`config.mk`:
```
export PLATFORM = sky130hd
export DESIGN_NAME = knn_front
export DESIGN_NICKNAME = d
export VERILOG_FILES = /design/src/rtl/knn_pkg.sv /design/src/rtl/knn_front.sv
export SDC_FILE = /design/constraint.sdc
export NUM_CORES = 2
export LEC_CHECK = 0
export BUFFER_PORTS_ARGS = -buffer_cell sky130_fd_sc_hd__buf_2
export CAP_MARGIN = 20
export CORE_ASPECT_RATIO = 0.5
export CORE_MARGIN = 2
export CORE_UTILIZATION = 59
export DETAILED_ROUTE_END_ITERATION = 6
export HOLD_SLACK_MARGIN = 0.03
export PLACE_DENSITY = 0.78
export SYNTH_ARGS = -nofsm -noshare
export SYNTH_HDL_FRONTEND = slang
export SYNTH_SLANG_ARGS = --single-unit
```
`constraint.sdc`:
```
create_clock -name clk_i -period 10.5 [get_ports clk_i]
set_clock_uncertainty 0.15 [all_clocks]
set_input_delay 1.05 -clock clk_i [delete_from_list [all_inputs] [get_ports clk_i]]
set_output_delay 1.05 -clock clk_i [all_outputs]
set_load 0.05 [all_outputs]
```
`src/rtl/knn_pkg.sv`:
```
// Shared types and constants of the k-nearest-neighbor selector.
// No dependencies; imported by every module of the block but knn_fifo.
package knn_pkg;

  localparam int unsigned COORD_BITS = 24;
  localparam int unsigned DIST_BITS  = 42;
  localparam int unsigned RANK_BITS  = 6;
  localparam int unsigned KCFG_BITS  = 7;
  localparam int unsigned KCFG_RESET = 50;

  typedef enum logic [1:0] {
    CMD_START  = 2'd0,
    CMD_OFFER  = 2'd1,
    CMD_DRAIN  = 2'd2,
    CMD_UNUSED = 2'd3
  } cmd_e;

  typedef struct packed {
    logic [1:0]                   command;
    logic signed [COORD_BITS-1:0] x;
    logic signed [COORD_BITS-1:0] y;
    logic signed [COORD_BITS-1:0] z;
  } in_word_t;

  typedef struct packed {
    logic                         found;
    logic signed [COORD_BITS-1:0] nb_x;
    logic signed [COORD_BITS-1:0] nb_y;
    logic signed [COORD_BITS-1:0] nb_z;
    logic [DIST_BITS-1:0]         dist_sq;
    logic [RANK_BITS-1:0]         rank;
    logic                         last;
  } out_word_t;

  // One held point with its distance.
  typedef struct packed {
    logic signed [COORD_BITS-1:0] x;
    logic signed [COORD_BITS-1:0] y;
    logic signed [COORD_BITS-1:0] z;
    logic [DIST_BITS-1:0]         dsq;
  } entry_t;

  // Classified word passed from front to back.
  typedef struct packed {
    logic [1:0] command;
    entry_t     pt;
  } job_t;

endpackage

```
`src/rtl/knn_front.sv`:
```
// Front end: takes words, holds the query point, computes saturated squared
// distance in three stages. Depends on knn_pkg.
module knn_front #(
  parameter int unsigned QDEPTH = 8
) (
  input  logic                        clk_i,
  input  logic                        rst_ni,
  input  logic                        push_i,
  output logic                        full_o,
  input  knn_pkg::in_word_t           in_i,
  input  logic [$clog2(QDEPTH+1)-1:0] qlevel_i,
  output logic                        job_valid_o,
  output knn_pkg::job_t               job_o
);
  import knn_pkg::*;

  localparam int unsigned LW = $clog2(QDEPTH+1);
  localparam int unsigned DW = COORD_BITS + 1;
  localparam int unsigned SW = 2 * DW;
  localparam int unsigned TW = SW + 2;

  logic signed [COORD_BITS-1:0] qx_q, qy_q, qz_q;
  logic                 v0_q, v1_q, v2_q;
  logic [1:0]           c0_q, c1_q;
  entry_t               p0_q, p1_q;
  logic [DW-1:0]        ax_q, ay_q, az_q;
  logic [SW-1:0]        sx_q, sy_q, sz_q;
  job_t                 job_q;
  logic                 accept;
  logic [LW+1:0]        used;
  logic signed [DW-1:0] dx, dy, dz;
  logic [TW-1:0]        sum;

  assign used   = (LW+2)'(qlevel_i) + (LW+2)'(v0_q) + (LW+2)'(v1_q) + (LW+2)'(v2_q);
  assign full_o = (used >= (LW+2)'(QDEPTH));
  assign accept = push_i & ~full_o;

  assign dx = DW'(in_i.x) - DW'(qx_q);
  assign dy = DW'(in_i.y) - DW'(qy_q);
  assign dz = DW'(in_i.z) - DW'(qz_q);
  assign sum = TW'(sx_q) + TW'(sy_q) + TW'(sz_q);

  assign job_valid_o = v2_q;
  assign job_o       = job_q;

  always_ff @(posedge clk_i or negedge rst_ni) begin
    if (!rst_ni) begin
      qx_q <= '0;
      qy_q <= '0;
      qz_q <= '0;
      v0_q <= 1'b0;
      v1_q <= 1'b0;
      v2_q <= 1'b0;
    end else begin
      v0_q <= accept;
      v1_q <= v0_q;
      v2_q <= v1_q;
      if (accept && in_i.command == CMD_START) begin
        qx_q <= in_i.x;
        qy_q <= in_i.y;
        qz_q <= in_i.z;
      end
    end
  end

  // datapath, no reset needed
  always_ff @(posedge clk_i) begin
    c0_q      <= in_i.command;
    p0_q.x    <= in_i.x;
    p0_q.y    <= in_i.y;
    p0_q.z    <= in_i.z;
    p0_q.dsq  <= '0;
    ax_q      <= dx[DW-1] ? -dx : dx;
    ay_q      <= dy[DW-1] ? -dy : dy;
    az_q      <= dz[DW-1] ? -dz : dz;
    c1_q      <= c0_q;
    p1_q      <= p0_q;
    sx_q      <= ax_q * ax_q;
    sy_q      <= ay_q * ay_q;
    sz_q      <= az_q * az_q;
    job_q.command <= c1_q;
    job_q.pt.x    <= p1_q.x;
    job_q.pt.y    <= p1_q.y;
    job_q.pt.z    <= p1_q.z;
    job_q.pt.dsq  <= (sum > TW'({DIST_BITS{1'b1}})) ? {DIST_BITS{1'b1}}
                                                   : sum[DIST_BITS-1:0];
  end

endmodule

```
==> impl_metrics.json <==
{
  "status": "finished clean",
  "hold_viol": 0,
  "seq_area_frac_synth_pct": 15.43,
  "first_pass_iters": 6,
  "criticalPathCategory": "flip-flop to flip-flop",
  "syn_area_mm2": 0.07521,
  "final_nets": 10244,
  "post_cts_resized": 0,
  "tightestPinTransition_ns": 1.175,
  "post-route-drc-count": 0,
  "post_drt_wl_per_cell_um": 18.10,
  "h-tree-depth": 2,
  "clk_path_buf_depth": 3,
  "ys_async_sr_fraction_pct": 13.37,
  "drv_slew": 0,
  "synth_seq_cells": 561,
  "syn_avg_cell_area_um2": 9.514,
  "grt_usage_pct": 28.00,
  "num_vias": 52135,
  "pin_count": 199,
  "fin_crit_sh_pct": 82.76,
  "yosys.cell_types.count": 104,
  "insertion_delay_ns": 0.70,
  "clock_sinks": 561,
  "endpoint_kind": "flip-flop",
  "hp-class": "primary input to asynchronous set/reset pin",
  "finalCriticalPeriod_ns": 8.689,
  "clkTransAtPathRegs_ns": 0.07,
  "finalWirelength_mm": 176.6,
  "die_area_mm2": 0.1305,
  "grt_pass1_wl_mm": 287.7,
  "synth_edf_count": 0,
  "critPathLaunchType": "flip-flop",
  "start_util_pct": 59.56,
  "grt_antenna_before_repair": 1,
  "synth_ff_type": "dfxtp_1",
  "port_buffers": 198,
  "fp.dieW_um": 508.9,
  "viasPerCell": 5.342,
  "cp_common_cell": "fa_1",
  "grt_remaining_overflow": 0,
  "cts_setup_buffers": 0,
  "fin_setup_tns_ns": 0,
  "cpMaxStageDelayCell": "dfxtp_1",
  "place.gp.congestion": 0.9664,
  "syn_inst": 7905,
  "setup_viol": 0,
  "critical_path.max_fanout": 26,
  "rsz0062_at_grt": "no",
  "dr.first_iter.drc_count": 3567,
  "grt_pass1_vias": 55267,
  "num-fill-cells": 10155,
  "slew_headroom_pct": 21.53,
  "grt_max_degree": 76,
  "cts_made_buffers": 54,
  "num_rows": 92,
  "crit_arrival_ns": 9.10,
  "area_growth_syn_to_layout_pct": 6.265,
  "critPathRequiredTime_ns": 10.91,
  "hpwl_mm": 146.1,
  "fmaxAchievable_ghz": 0.1151,
  "die_y_um": 256.5,
  "hold_buffers": 0,
  "final_antenna_net_count": 0,
  "max-cap-violations": 0,
  "root_buffer": "clkbuf_16",
  "ys_warn_count": 0,
  "cts_tree": "built",
  "layout-drive-gt1-share_pct": 6.385,
  "slowest_delay_ns": 1.10,
  "coreArea_mm2": 0.1263
}
==> state kept, by name, indices dropped and copies added (netlist names), 49 cells and up <==
register	flops
job_o	116
p0_q	72
p1_q	72
sx_q	49
sy_q	49
sz_q	49
==> critical path, delay by kind of cell (launching register included) <==
family	cells	cell delay (ns)
adder cells (fa/ha/maj)	8	3.91
flip-flops	1	1.10
AO/OA/AOI/OAI	9	2.47
AND/OR/NAND/NOR	3	0.72
buffers and inverters	5	0.26
==> Yosys cell counts (all sizes together) (8+ instances only) <==
library cell / n / area, um^2
inv: 2147 / 8059
fa: 1453 / 29090
ha: 690 / 8633
nand2: 646 / 2425
dfxtp: 486 / 9729
and2: 367 / 2296
a21oi: 246 / 1235
nor2: 242 / 908.4
xnor2: 216 / 1892
clkbuf: 195 / 732.0
o21ai: 157 / 804.5
a21o: 133 / 999.7
xor2: 105 / 919.6
dfrtp: 75 / 1877
mux2: 73 / 822.0
nand3: 70 / 355.3
nor3: 56 / 305.3
o21a: 44 / 330.3
nor2b: 41 / 256.5
nand2b: 34 / 212.7
a31oi: 33 / 212.7
nand4: 33 / 206.5
o21bai: 30 / 225.2
a211oi: 29 / 232.7
and3: 28 / 181.4
or2: 23 / 143.9
buf: 22 / 133.9
or3: 22 / 142.6
o211ai: 16 / 130.1
o31ai: 13 / 122.6
a21boi: 11 / 86.33
a31o: 10 / 87.59
o22ai: 10 / 62.56
a211o: 9 / 78.83
nand3b: 8 / 60.06
nor3b: 8 / 60.06
o311ai: 8 / 70.07
==> area by class of cell <==
type	count	area, um^2	area share, %
flip-flops and latches	561	11610	14.52
well taps	1692	2117	2.649
clock buffers	65	1444	1.807
multi-input cells	4980	54680	68.42
repair buffers	275	1612	2.016
diodes	1	2.502	0.003131
inverters	2148	8063	10.09
clock inverters	37	391.6	0.4900
==> cell families (layout without fill, tap and decap cells) <==
| logic type | count (synthesis) | in the layout | share of synthesized area (%) |
|---|---|---|---|
| fa+ha+maj | 2143 | 2143 | 50.16 |
| flops | 561 | 561 | 15.43 |
| buf+inv | 2365 | 2525 | 11.87 |
| mux | 79 | 79 | 1.173 |
| xor+xnor | 321 | 321 | 3.738 |
| compound gates | 823 | 823 | 7.184 |
| simple gates | 1611 | 1611 | 10.44 |
| other cells | 2 | 4 | 0.009986 |
==> through the flow <==
stage	setup slack, ns	instances	hold slack [ns]	util (%)	area (um^2)
CTS	1.874	9755	0.1025	63.24	79860
floorplan	2.993	7906	0.1596	-	75210
global placement	2.044	9653	0.1596	61.79	78020
global route	1.374	9758	0.1355	63.29	79920
finish	1.811	9759	0.1225	63.29	79920
detailed placement	1.860	9653	0.1621	61.79	78020
==> layer usage <==
layer | vias to the layer above | wire length, um | track usage [%] | share of wire, %
met5 | - | 13 | 0 | 0.0074
met4 | 2 | 5295 | 7.846 | 3.0
met3 | 339 | 17540 | 7.888 | 9.9
met2 | 1814 | 81210 | 44.74 | 46
met1 | 25969 | 72570 | 37.41 | 41
li1 | 24011 | - | - | -
==> cells in the final DEF (no fill, tap or decap), drive strengths merged, types with 30 or more instances in the layout <==
master / instances
inv: 2158
fa: 1453
ha: 690
nand2: 646
dfxtp: 486
and2: 367
buf: 275
a21oi: 246
nor2: 242
xnor2: 216
o21ai: 157
a21o: 133
xor2: 105
dfrtp: 75
mux2: 73
nand3: 70
clkbuf: 65
nor3: 56
o21a: 44
nor2b: 41
nand2b: 34
nand4: 33
a31oi: 33
o21bai: 30
==> worst paths after layout <==
path                                        to  depth (start not counted)  slack [ns]              from
max in group asynchronous  qy_q[1]$_DFFE_PN0P_                          2        8.93            rst_ni
min                        qz_q[5]$_DFFE_PN0P_                          1        0.12            rst_ni
min in group clk_i           job_o[68]$_DFF_P_                          0        0.13  p1_q[68]$_DFF_P_
max reg2reg                   sy_q[47]$_DFF_P_                         25        1.81   ay_q[6]$_DFF_P_
max                           sy_q[47]$_DFF_P_                         25        1.81   ay_q[6]$_DFF_P_
min reg2reg                  job_o[68]$_DFF_P_                          0        0.13  p1_q[68]$_DFF_P_
Power is not shown: default switching activity piles up to over one toggle a cycle in this logic, so the estimate is an artifact.
