File: config.mk
export PLATFORM = sky130hd
export DESIGN_NAME = knn_fifo
export DESIGN_NICKNAME = d
export VERILOG_FILES = /design/src/rtl/knn_fifo.sv
export SDC_FILE = /design/constraint.sdc
export NUM_CORES = 1
export LEC_CHECK = 0
export BUFFER_PORTS_ARGS = -buffer_cell sky130_fd_sc_hd__buf_2
export CAP_MARGIN = 20
export CORE_MARGIN = 2
export CORE_UTILIZATION = 50
export CTS_CLUSTER_SIZE = 16
export DETAILED_ROUTE_END_ITERATION = 16
export PLACE_DENSITY = 0.75
export SLEW_MARGIN = 20
export SYNTH_ARGS = -nofsm -noshare
export SYNTH_HDL_FRONTEND = slang
export SYNTH_SLANG_ARGS = --single-unit
File: constraint.sdc
create_clock -name clk_i -period 2.42 [get_ports clk_i]
set_clock_uncertainty 0.2 [all_clocks]
set_input_delay 0 -clock clk_i [delete_from_list [all_inputs] [get_ports clk_i]]
set_output_delay 0 -clock clk_i [all_outputs]
set_load 0.005 [all_outputs]
File: src/rtl/knn_fifo.sv
// Small register FIFO with level output.
// No dependencies.
module knn_fifo #(
  parameter int unsigned WIDTH = 8,
  parameter int unsigned DEPTH = 4
) (
  input  logic                       clk_i,
  input  logic                       rst_ni,
  input  logic                       push_i,
  input  logic [WIDTH-1:0]           din_i,
  input  logic                       pop_i,
  output logic [WIDTH-1:0]           dout_o,
  output logic                       empty_o,
  output logic                       full_o,
  output logic [$clog2(DEPTH+1)-1:0] level_o
);

  localparam int unsigned PW = (DEPTH > 1) ? $clog2(DEPTH) : 1;
  localparam int unsigned LW = $clog2(DEPTH+1);

  logic [WIDTH-1:0] mem_q [DEPTH];
  logic [PW-1:0]    wr_q, rd_q;
  logic [LW-1:0]    level_q;
  logic             do_push, do_pop;

  assign empty_o = (level_q == '0);
  assign full_o  = (level_q == LW'(DEPTH));
  assign level_o = level_q;
  assign dout_o  = mem_q[rd_q];
  assign do_push = push_i & ~full_o;
  assign do_pop  = pop_i & ~empty_o;

  always_ff @(posedge clk_i or negedge rst_ni) begin
    if (!rst_ni) begin
      wr_q    <= '0;
      rd_q    <= '0;
      level_q <= '0;
    end else begin
      if (do_push) begin
        wr_q <= (wr_q == PW'(DEPTH-1)) ? '0 : wr_q + 1'b1;
      end
      if (do_pop) begin
        rd_q <= (rd_q == PW'(DEPTH-1)) ? '0 : rd_q + 1'b1;
      end
      if (do_push && !do_pop) begin
        level_q <= level_q + 1'b1;
      end else if (do_pop && !do_push) begin
        level_q <= level_q - 1'b1;
      end
    end
  end

  always_ff @(posedge clk_i) begin
    if (do_push) begin
      mem_q[wr_q] <= din_i;
    end
  end

endmodule

==> flow_metrics.py, run 1 <==
metrics = {
    "run_status": {
        "outcome": "finished clean",
    },
    "power_and_ir_drop": {
        "pwr-share-seq": 0.514,
        "internal-power_uw": 1450,
        "switching_share": 0.312,
        "pwr-share-clk": 0.149,
        "power_density_nw_per_um2": 1070,
        "peakVddDrop_mv": 0.584,
        "totalPowerFinal_uw": 2110,
        "leakagePower_uw": 0.000769,
        "p_switching_uw": 659,
        "comb_power_share": 0.337,
    },
    "logic_synthesis": {
        "synth_area_um2": 1620,
        "synth-xor-area-share": 0.0162,
        "yosysUniqueCellTypes": 19,
        "synthMuxAreaShare": 0.155,
        "ys_seq_elements": 39,
        "netlist_instances": 79,
        "synth_top_family_by_area": "multiplexers",
        "ys_seq_area_frac": 0.702,
        "yosys.area_share.simple": 0.0549,
        "avgSynthCellArea_um2": 20.5,
        "synth_nets": 98,
        "synth_fa_ha_area_frac": 0.0588,
        "synth_compound_area_frac": 0,
        "yosysWarnings": 0,
    },
    "placed_design": {
        "gp_congestion": 0.682,
        "port_buffers": 24,
    },
    "hold_path": {
        "hold_end": "mem_q[1][6]",
        "worstHoldPathType": "in2reg",
        "holdPathStages": 2,
        "min-delay-start": "din_i[6]",
    },
    "clock_tree": {
        "clockRootBuffer": "clkbuf_4",
        "cts_num_sinks": 39,
        "cts_tree": "done",
        "clk_path_buf_depth": 2,
        "cts_buffers": 5,
        "clkTransAtPathRegs_ps": 110,
        "clk_latency_ps": 340,
        "htree_num_levels": 2,
    },
    "sta": {
        "finalSetupTns_ps": 0,
        "setup_viol": 0,
        "post-route-min-period_ps": 2230,
        "tightestPinTransition_ps": 639,
        "post-route-period-util": 0.920,
        "relSlewSlack": 0.574,
        "hold_ws_ps": 210,
        "drv_slew": 0,
        "fmax_ghz": 0.449,
        "rsz0062_at_grt": "no",
        "hold_violations": 0,
    },
    "floorplanning": {
        "start_util": 0.526,
        "die_h_um": 60.9,
        "die_area_um2": 3710,
        "std_cell_rows": 20,
        "die_w_um": 60.9,
        "pin_count": 25,
        "core_um2": 3080,
    },
    "grt": {
        "antenna_found_initial": 0,
        "grt_max_degree": 13,
        "grt_pass1_vias": 810,
        "grt_overflow": 0,
        "grt_use_total": 0.167,
        "grt_pass1_wl_um": 4010,
    },
    "route": {
        "ant_nets": 0,
        "routed_wl_um": 2580,
        "drc": 0,
        "first_pass_iters": 4,
        "drt-initial-drc-count": 21,
        "wire_per_inst_um": 15.6,
        "via_per_inst": 4.86,
        "dr_total_vias": 806,
    },
    "critical_path": {
        "critPathRequiredTime_ps": 2490,
        "reg2reg_depth": 8,
        "worst_setup_path_start_kind": "register",
        "startpoint": "level_o[1]",
        "reg2reg_to": "level_o[2]",
        "crit_fanout": 5,
        "r2r_slack_ps": 190,
        "crit_type": "reg2reg",
        "arrival_ps": 2300,
        "end_kind": "register",
        "timing.rr.start": "level_o[1]",
    },
    "cells_and_area": {
        "final_common_cell": "edfxtp_1",
        "final_net_count": 140,
        "layout-drive-gt1-share": 0.410,
        "diodes": 0,
        "fill_cells": 243,
        "mostFrequentLayoutCells": "edfxtp_1 (32), buf_2 (24), dlygate4sd3_1 (12), mux4_2 (8), dfrtp_1 (7)",
        "area_growth_pct": 21.7,
    },
    "flow_run": {
        "max_cap_viol_count": 0,
    },
}
==> cells by family (layout without fill, tap and decap cells) <==
group,after synthesis,after routing
muxes,13,13
DFF,39,39
and+or+nand+nor,12,12
xor gates and xnor gates,3,3
buffers and inverters,5,48
adders and majority gates,7,7
==> how the worst max path moves through the flow <==
stage / endpoint / slack [ps] / depth (start not counted)
final: level_o[2] / 190 / 8
after global routing: level_o[2] / 50 / 8
after CTS: level_o[2] / 120 / 8
after detailed placement: level_o[2] / 140 / 8
after global placement: level_o[2] / 300 / 8
after floorplan: level_o[2] / 240 / 8
==> synth_stat cells <==
| master | instances | share of area |
|---|---|---|
| and2_1 | 3 | 0.012 |
| dfrtp_1 | 7 | 0.11 |
| inv_1 | 3 | 0.0070 |
| ha_1 | 6 | 0.046 |
| fa_1 | 1 | 0.012 |
| nand2_1 | 1 | 0.0023 |
| nor3_1 | 1 | 0.0031 |
| clkbuf_1 | 1 | 0.0023 |
| mux4_2 | 8 | 0.11 |
| mux2_4 | 4 | 0.037 |
| buf_2 | 1 | 0.0031 |
| edfxtp_1 | 32 | 0.59 |
| xor2_1 | 2 | 0.011 |
| xnor2_1 | 1 | 0.0054 |
| nor2_1 | 4 | 0.0093 |
| nor2b_4 | 1 | 0.0085 |
| nor3b_4 | 1 | 0.012 |
| nand2b_4 | 1 | 0.0085 |
| mux2_2 | 1 | 0.0070 |
==> metal layers <==
metal / GRT usage / wire (um) / vias to the layer above
met5: 0 / 0 / -
met1: 0.202 / 1070 / 395
li1: - / - / 387
met2: 0.264 / 1340 / 22
met4: 0.0745 / 24 / 0
met3: 0.0682 / 149 / 2
==> power by group through the flow <==
| stage | registers [uW] | clock network (uW) | logic, uW |
|---|---|---|---|
| after global routing | 1120 | 352 | 794 |
| after global placement | 1090 | 0 | 688 |
| after detailed placement | 1100 | 0 | 708 |
| after CTS | 1090 | 323 | 726 |
| after floorplan | 1000 | 0 | 549 |
| final | 1080 | 315 | 711 |
==> sequential cells by signal (all words and copies together) (netlist names) <==
name and flops:
level_o 3, mem_q 32, rd_q 2, wr_q 2
==> timing repair <==
action	CTS	global route
resized for setup	0	1
hold buffers	12	0
endpoints found under the hold margin	52	0
setup buffers	0	0
endpoints found under the setup margin	0	1
==> worst max-delay path, stage by stage, from the launching register on <==
cell      delay (ps)
dfrtp_1          480
nor3_2           250
nand2b_4         180
ha_1             180
inv_1             60
fa_1             380
xor2_1           150
nor2_1           120
xor2_1           150
==> layout make-up <==
type	count	area, um^2	share of cell area
well taps	44	55.1	0.0280
flip-flops and latches	39	1140	0.577
repair buffers	37	248	0.126
clock inverters	3	15.0	0.00762
clock buffers	5	37.5	0.0191
inverters	3	11.3	0.00572
multi-input cells	35	467	0.237
==> per-stage QoR <==
stage	worst slack (ps)	area, um^2	utilization	instances
detailed placement	138	1790	0.582	146
floorplan	241	1620	-	79
CTS	120	1960	0.638	166
global placement	297	1790	0.582	146
finish	194	1970	0.640	166
global route	53.2	1970	0.640	166
No activity file was read; power rests on OpenSTA's default activity.
==> inputs of run 2 (changes only) <==
--- a/config.mk
+++ b/config.mk
@@ -11,7 +11,9 @@
 export CORE_UTILIZATION = 50
 export CTS_CLUSTER_SIZE = 16
 export DETAILED_ROUTE_END_ITERATION = 16
-export PLACE_DENSITY = 0.75
+export HOLD_SLACK_MARGIN = 0.08
+export PLACE_DENSITY = 0.72
+export SETUP_SLACK_MARGIN = 0.1
 export SLEW_MARGIN = 20
 export SYNTH_ARGS = -nofsm -noshare
 export SYNTH_HDL_FRONTEND = slang
==> run 2 against run 1 <==
Compared with the run above:
- core utilization grew 0.81 points
- non-clock buffer count grew 2
- clock-buffer cell count grew 2
- via count grew 2.7%
- sequential power is essentially flat
- total power grew 2.4%
- global-route usage shrank 0.17 points
- flip-flop and latch count is the same
- first-iteration DRC count grew 4.8%
- sequential share of layout area shrank 0.54 points
- final cell count grew 1.2%
- fmax shrank 0.11%
==> flow_metrics.py, run 2 (synthesis results as in run 1) <==
metrics = {
    "placed_design": {
        "postPlaceCellArea_um2": 1790,
        "pre_cts_ws_ps": 179,
        "gp_congestion": 0.676,
        "dp_hpwl_um": 1620,
        "port_buffers": 24,
    },
    "critical_path": {
        "arrival_ps": 2270,
        "reg2reg_depth": 7,
        "r2r_slack_ps": 190,
        "slowest_stage": "dfrtp_2",
        "critPathMaxStageDelay_ps": 470,
        "worst_setup_path_start_kind": "register",
        "crit_type": "reg2reg",
        "critPathRequiredTime_ps": 2460,
        "crit_chain": "buf_4 > nor3b_4 > nor2b_4 > ha_2 > inv_1 > fa_1 > mux2_2",
        "crit_fanout": 4,
        "end_kind": "register",
    },
    "sta": {
        "relSlewSlack": 0.597,
        "fin_ws_ps": 192,
        "setup_viol": 0,
        "fmax_ghz": 0.449,
        "hold_violations": 0,
        "drv_slew": 0,
        "rsz0062_at_grt": "no",
        "post-route-min-period_ps": 2230,
        "finalSetupTns_ps": 0,
        "post-route-period-util": 0.921,
        "tightestPinTransition_ps": 604,
        "hold_ws_ps": 200,
    },
    "clock_tree": {
        "cts_num_sinks": 39,
        "clk_path_buf_depth": 2,
        "cts_tree": "done",
        "cts_buffers": 5,
        "clk_latency_ps": 350,
        "htree_num_levels": 2,
        "clockRootBuffer": "clkbuf_4",
        "clkTransAtPathRegs_ps": 110,
    },
    "power_and_ir_drop": {
        "leakagePower_uw": 0.000771,
        "totalPowerFinal_uw": 2160,
        "power_density_nw_per_um2": 1080,
        "peakVddDrop_mv": 0.690,
    },
    "route": {
        "routed_wl_um": 2640,
        "dr_total_vias": 828,
        "wire_per_inst_um": 15.7,
        "via_per_inst": 4.93,
        "first_pass_iters": 4,
        "drc": 0,
        "ant_nets": 0,
        "drt-initial-drc-count": 22,
    },
    "cells_and_area": {
        "mostFrequentLayoutCells": "edfxtp_1 (32), buf_2 (24), dlygate4sd3_1 (12), mux4_2 (8)",
        "largest_reg_flops": 32,
        "final_net_count": 142,
        "final_common_cell": "edfxtp_1",
        "multi_input_area_um2": 475,
        "fin_area_um2": 1990,
        "diodes": 0,
        "regMostFlops": "mem_q",
        "seq_area_um2": 1140,
        "area_growth_pct": 23.3,
        "fill_cells": 234,
        "layout-drive-gt1-share": 0.435,
    },
    "floorplanning": {
        "core_um2": 3080,
        "pin_count": 25,
        "std_cell_rows": 20,
        "die_h_um": 60.9,
        "start_util": 0.526,
        "die_area_um2": 3710,
        "die_w_um": 60.9,
    },
    "run_status": {
        "outcome": "finished clean",
    },
    "hold_path": {
        "holdPathStages": 2,
        "worstHoldPathType": "in2reg",
    },
    "flow_run": {
        "max_cap_viol_count": 0,
    },
    "grt": {
        "grt_pass1_vias": 806,
        "grt_use_total": 0.165,
        "grt_max_degree": 12,
        "antenna_found_initial": 0,
        "grt_pass1_wl_um": 3920,
        "grt_overflow": 0,
    },
}
==> run 2: per-stage QoR <==
step                instances   util
finish                    168  0.648
global route              168  0.648
CTS                       166  0.637
detailed placement        146  0.582
global placement          146  0.582
floorplan                  79      -
==> run 2: cell type report <==
type                            instances  share of cell area
Inverter                                3             0.00565
Timing Repair Buffer                   39               0.132
Tap cell                               44              0.0276
Multi-Input combinational cell         35               0.238
Clock inverter                          1             0.00251
Clock buffer                            7              0.0226
Sequential cell                        39               0.572
==> run 2: worst paths after layout <==
check | startpoint | end
hold reg to reg | level_o[2] | level_o[2]
min in group asynchronous | rst_ni | wr_q[0]
setup reg to reg | level_o[1] | level_o[1]
max in group asynchronous | rst_ni | level_o[2]
setup / recovery | level_o[1] | level_o[1]
hold / removal | din_i[0] | mem_q[3][0]
==> run 2: what timing repair did <==
| action | 4_1_cts | 5_1_grt |
|---|---|---|
| hold buffers | 12 | 0 |
| gates resized for setup | 0 | 6 |
| endpoints found under the hold margin | 53 | 0 |
| buffers inserted | 0 | 2 |
| setup endpoints to repair | 0 | 2 |
==> run 2: where the power goes <==
part | internal (uW) | switching [uW]
registers | 913 | 177
clock network | 113 | 199
logic | 462 | 297
total | 1490 | 673
==> run 2: worst max-delay path: cells and delay by family, from the launching register on <==
kind          cells  cell delay, ps
fa+ha+maj         2             610
buf+inv           2             220
flops             1             470
mux               1             280
simple gates      2             350
==> run 2: layer usage <==
layer,share of wire,global-route usage
met1,0.43,0.195
met2,0.50,0.257
met3,0.051,0.0810
met4,0.020,0.0745
met5,0,0
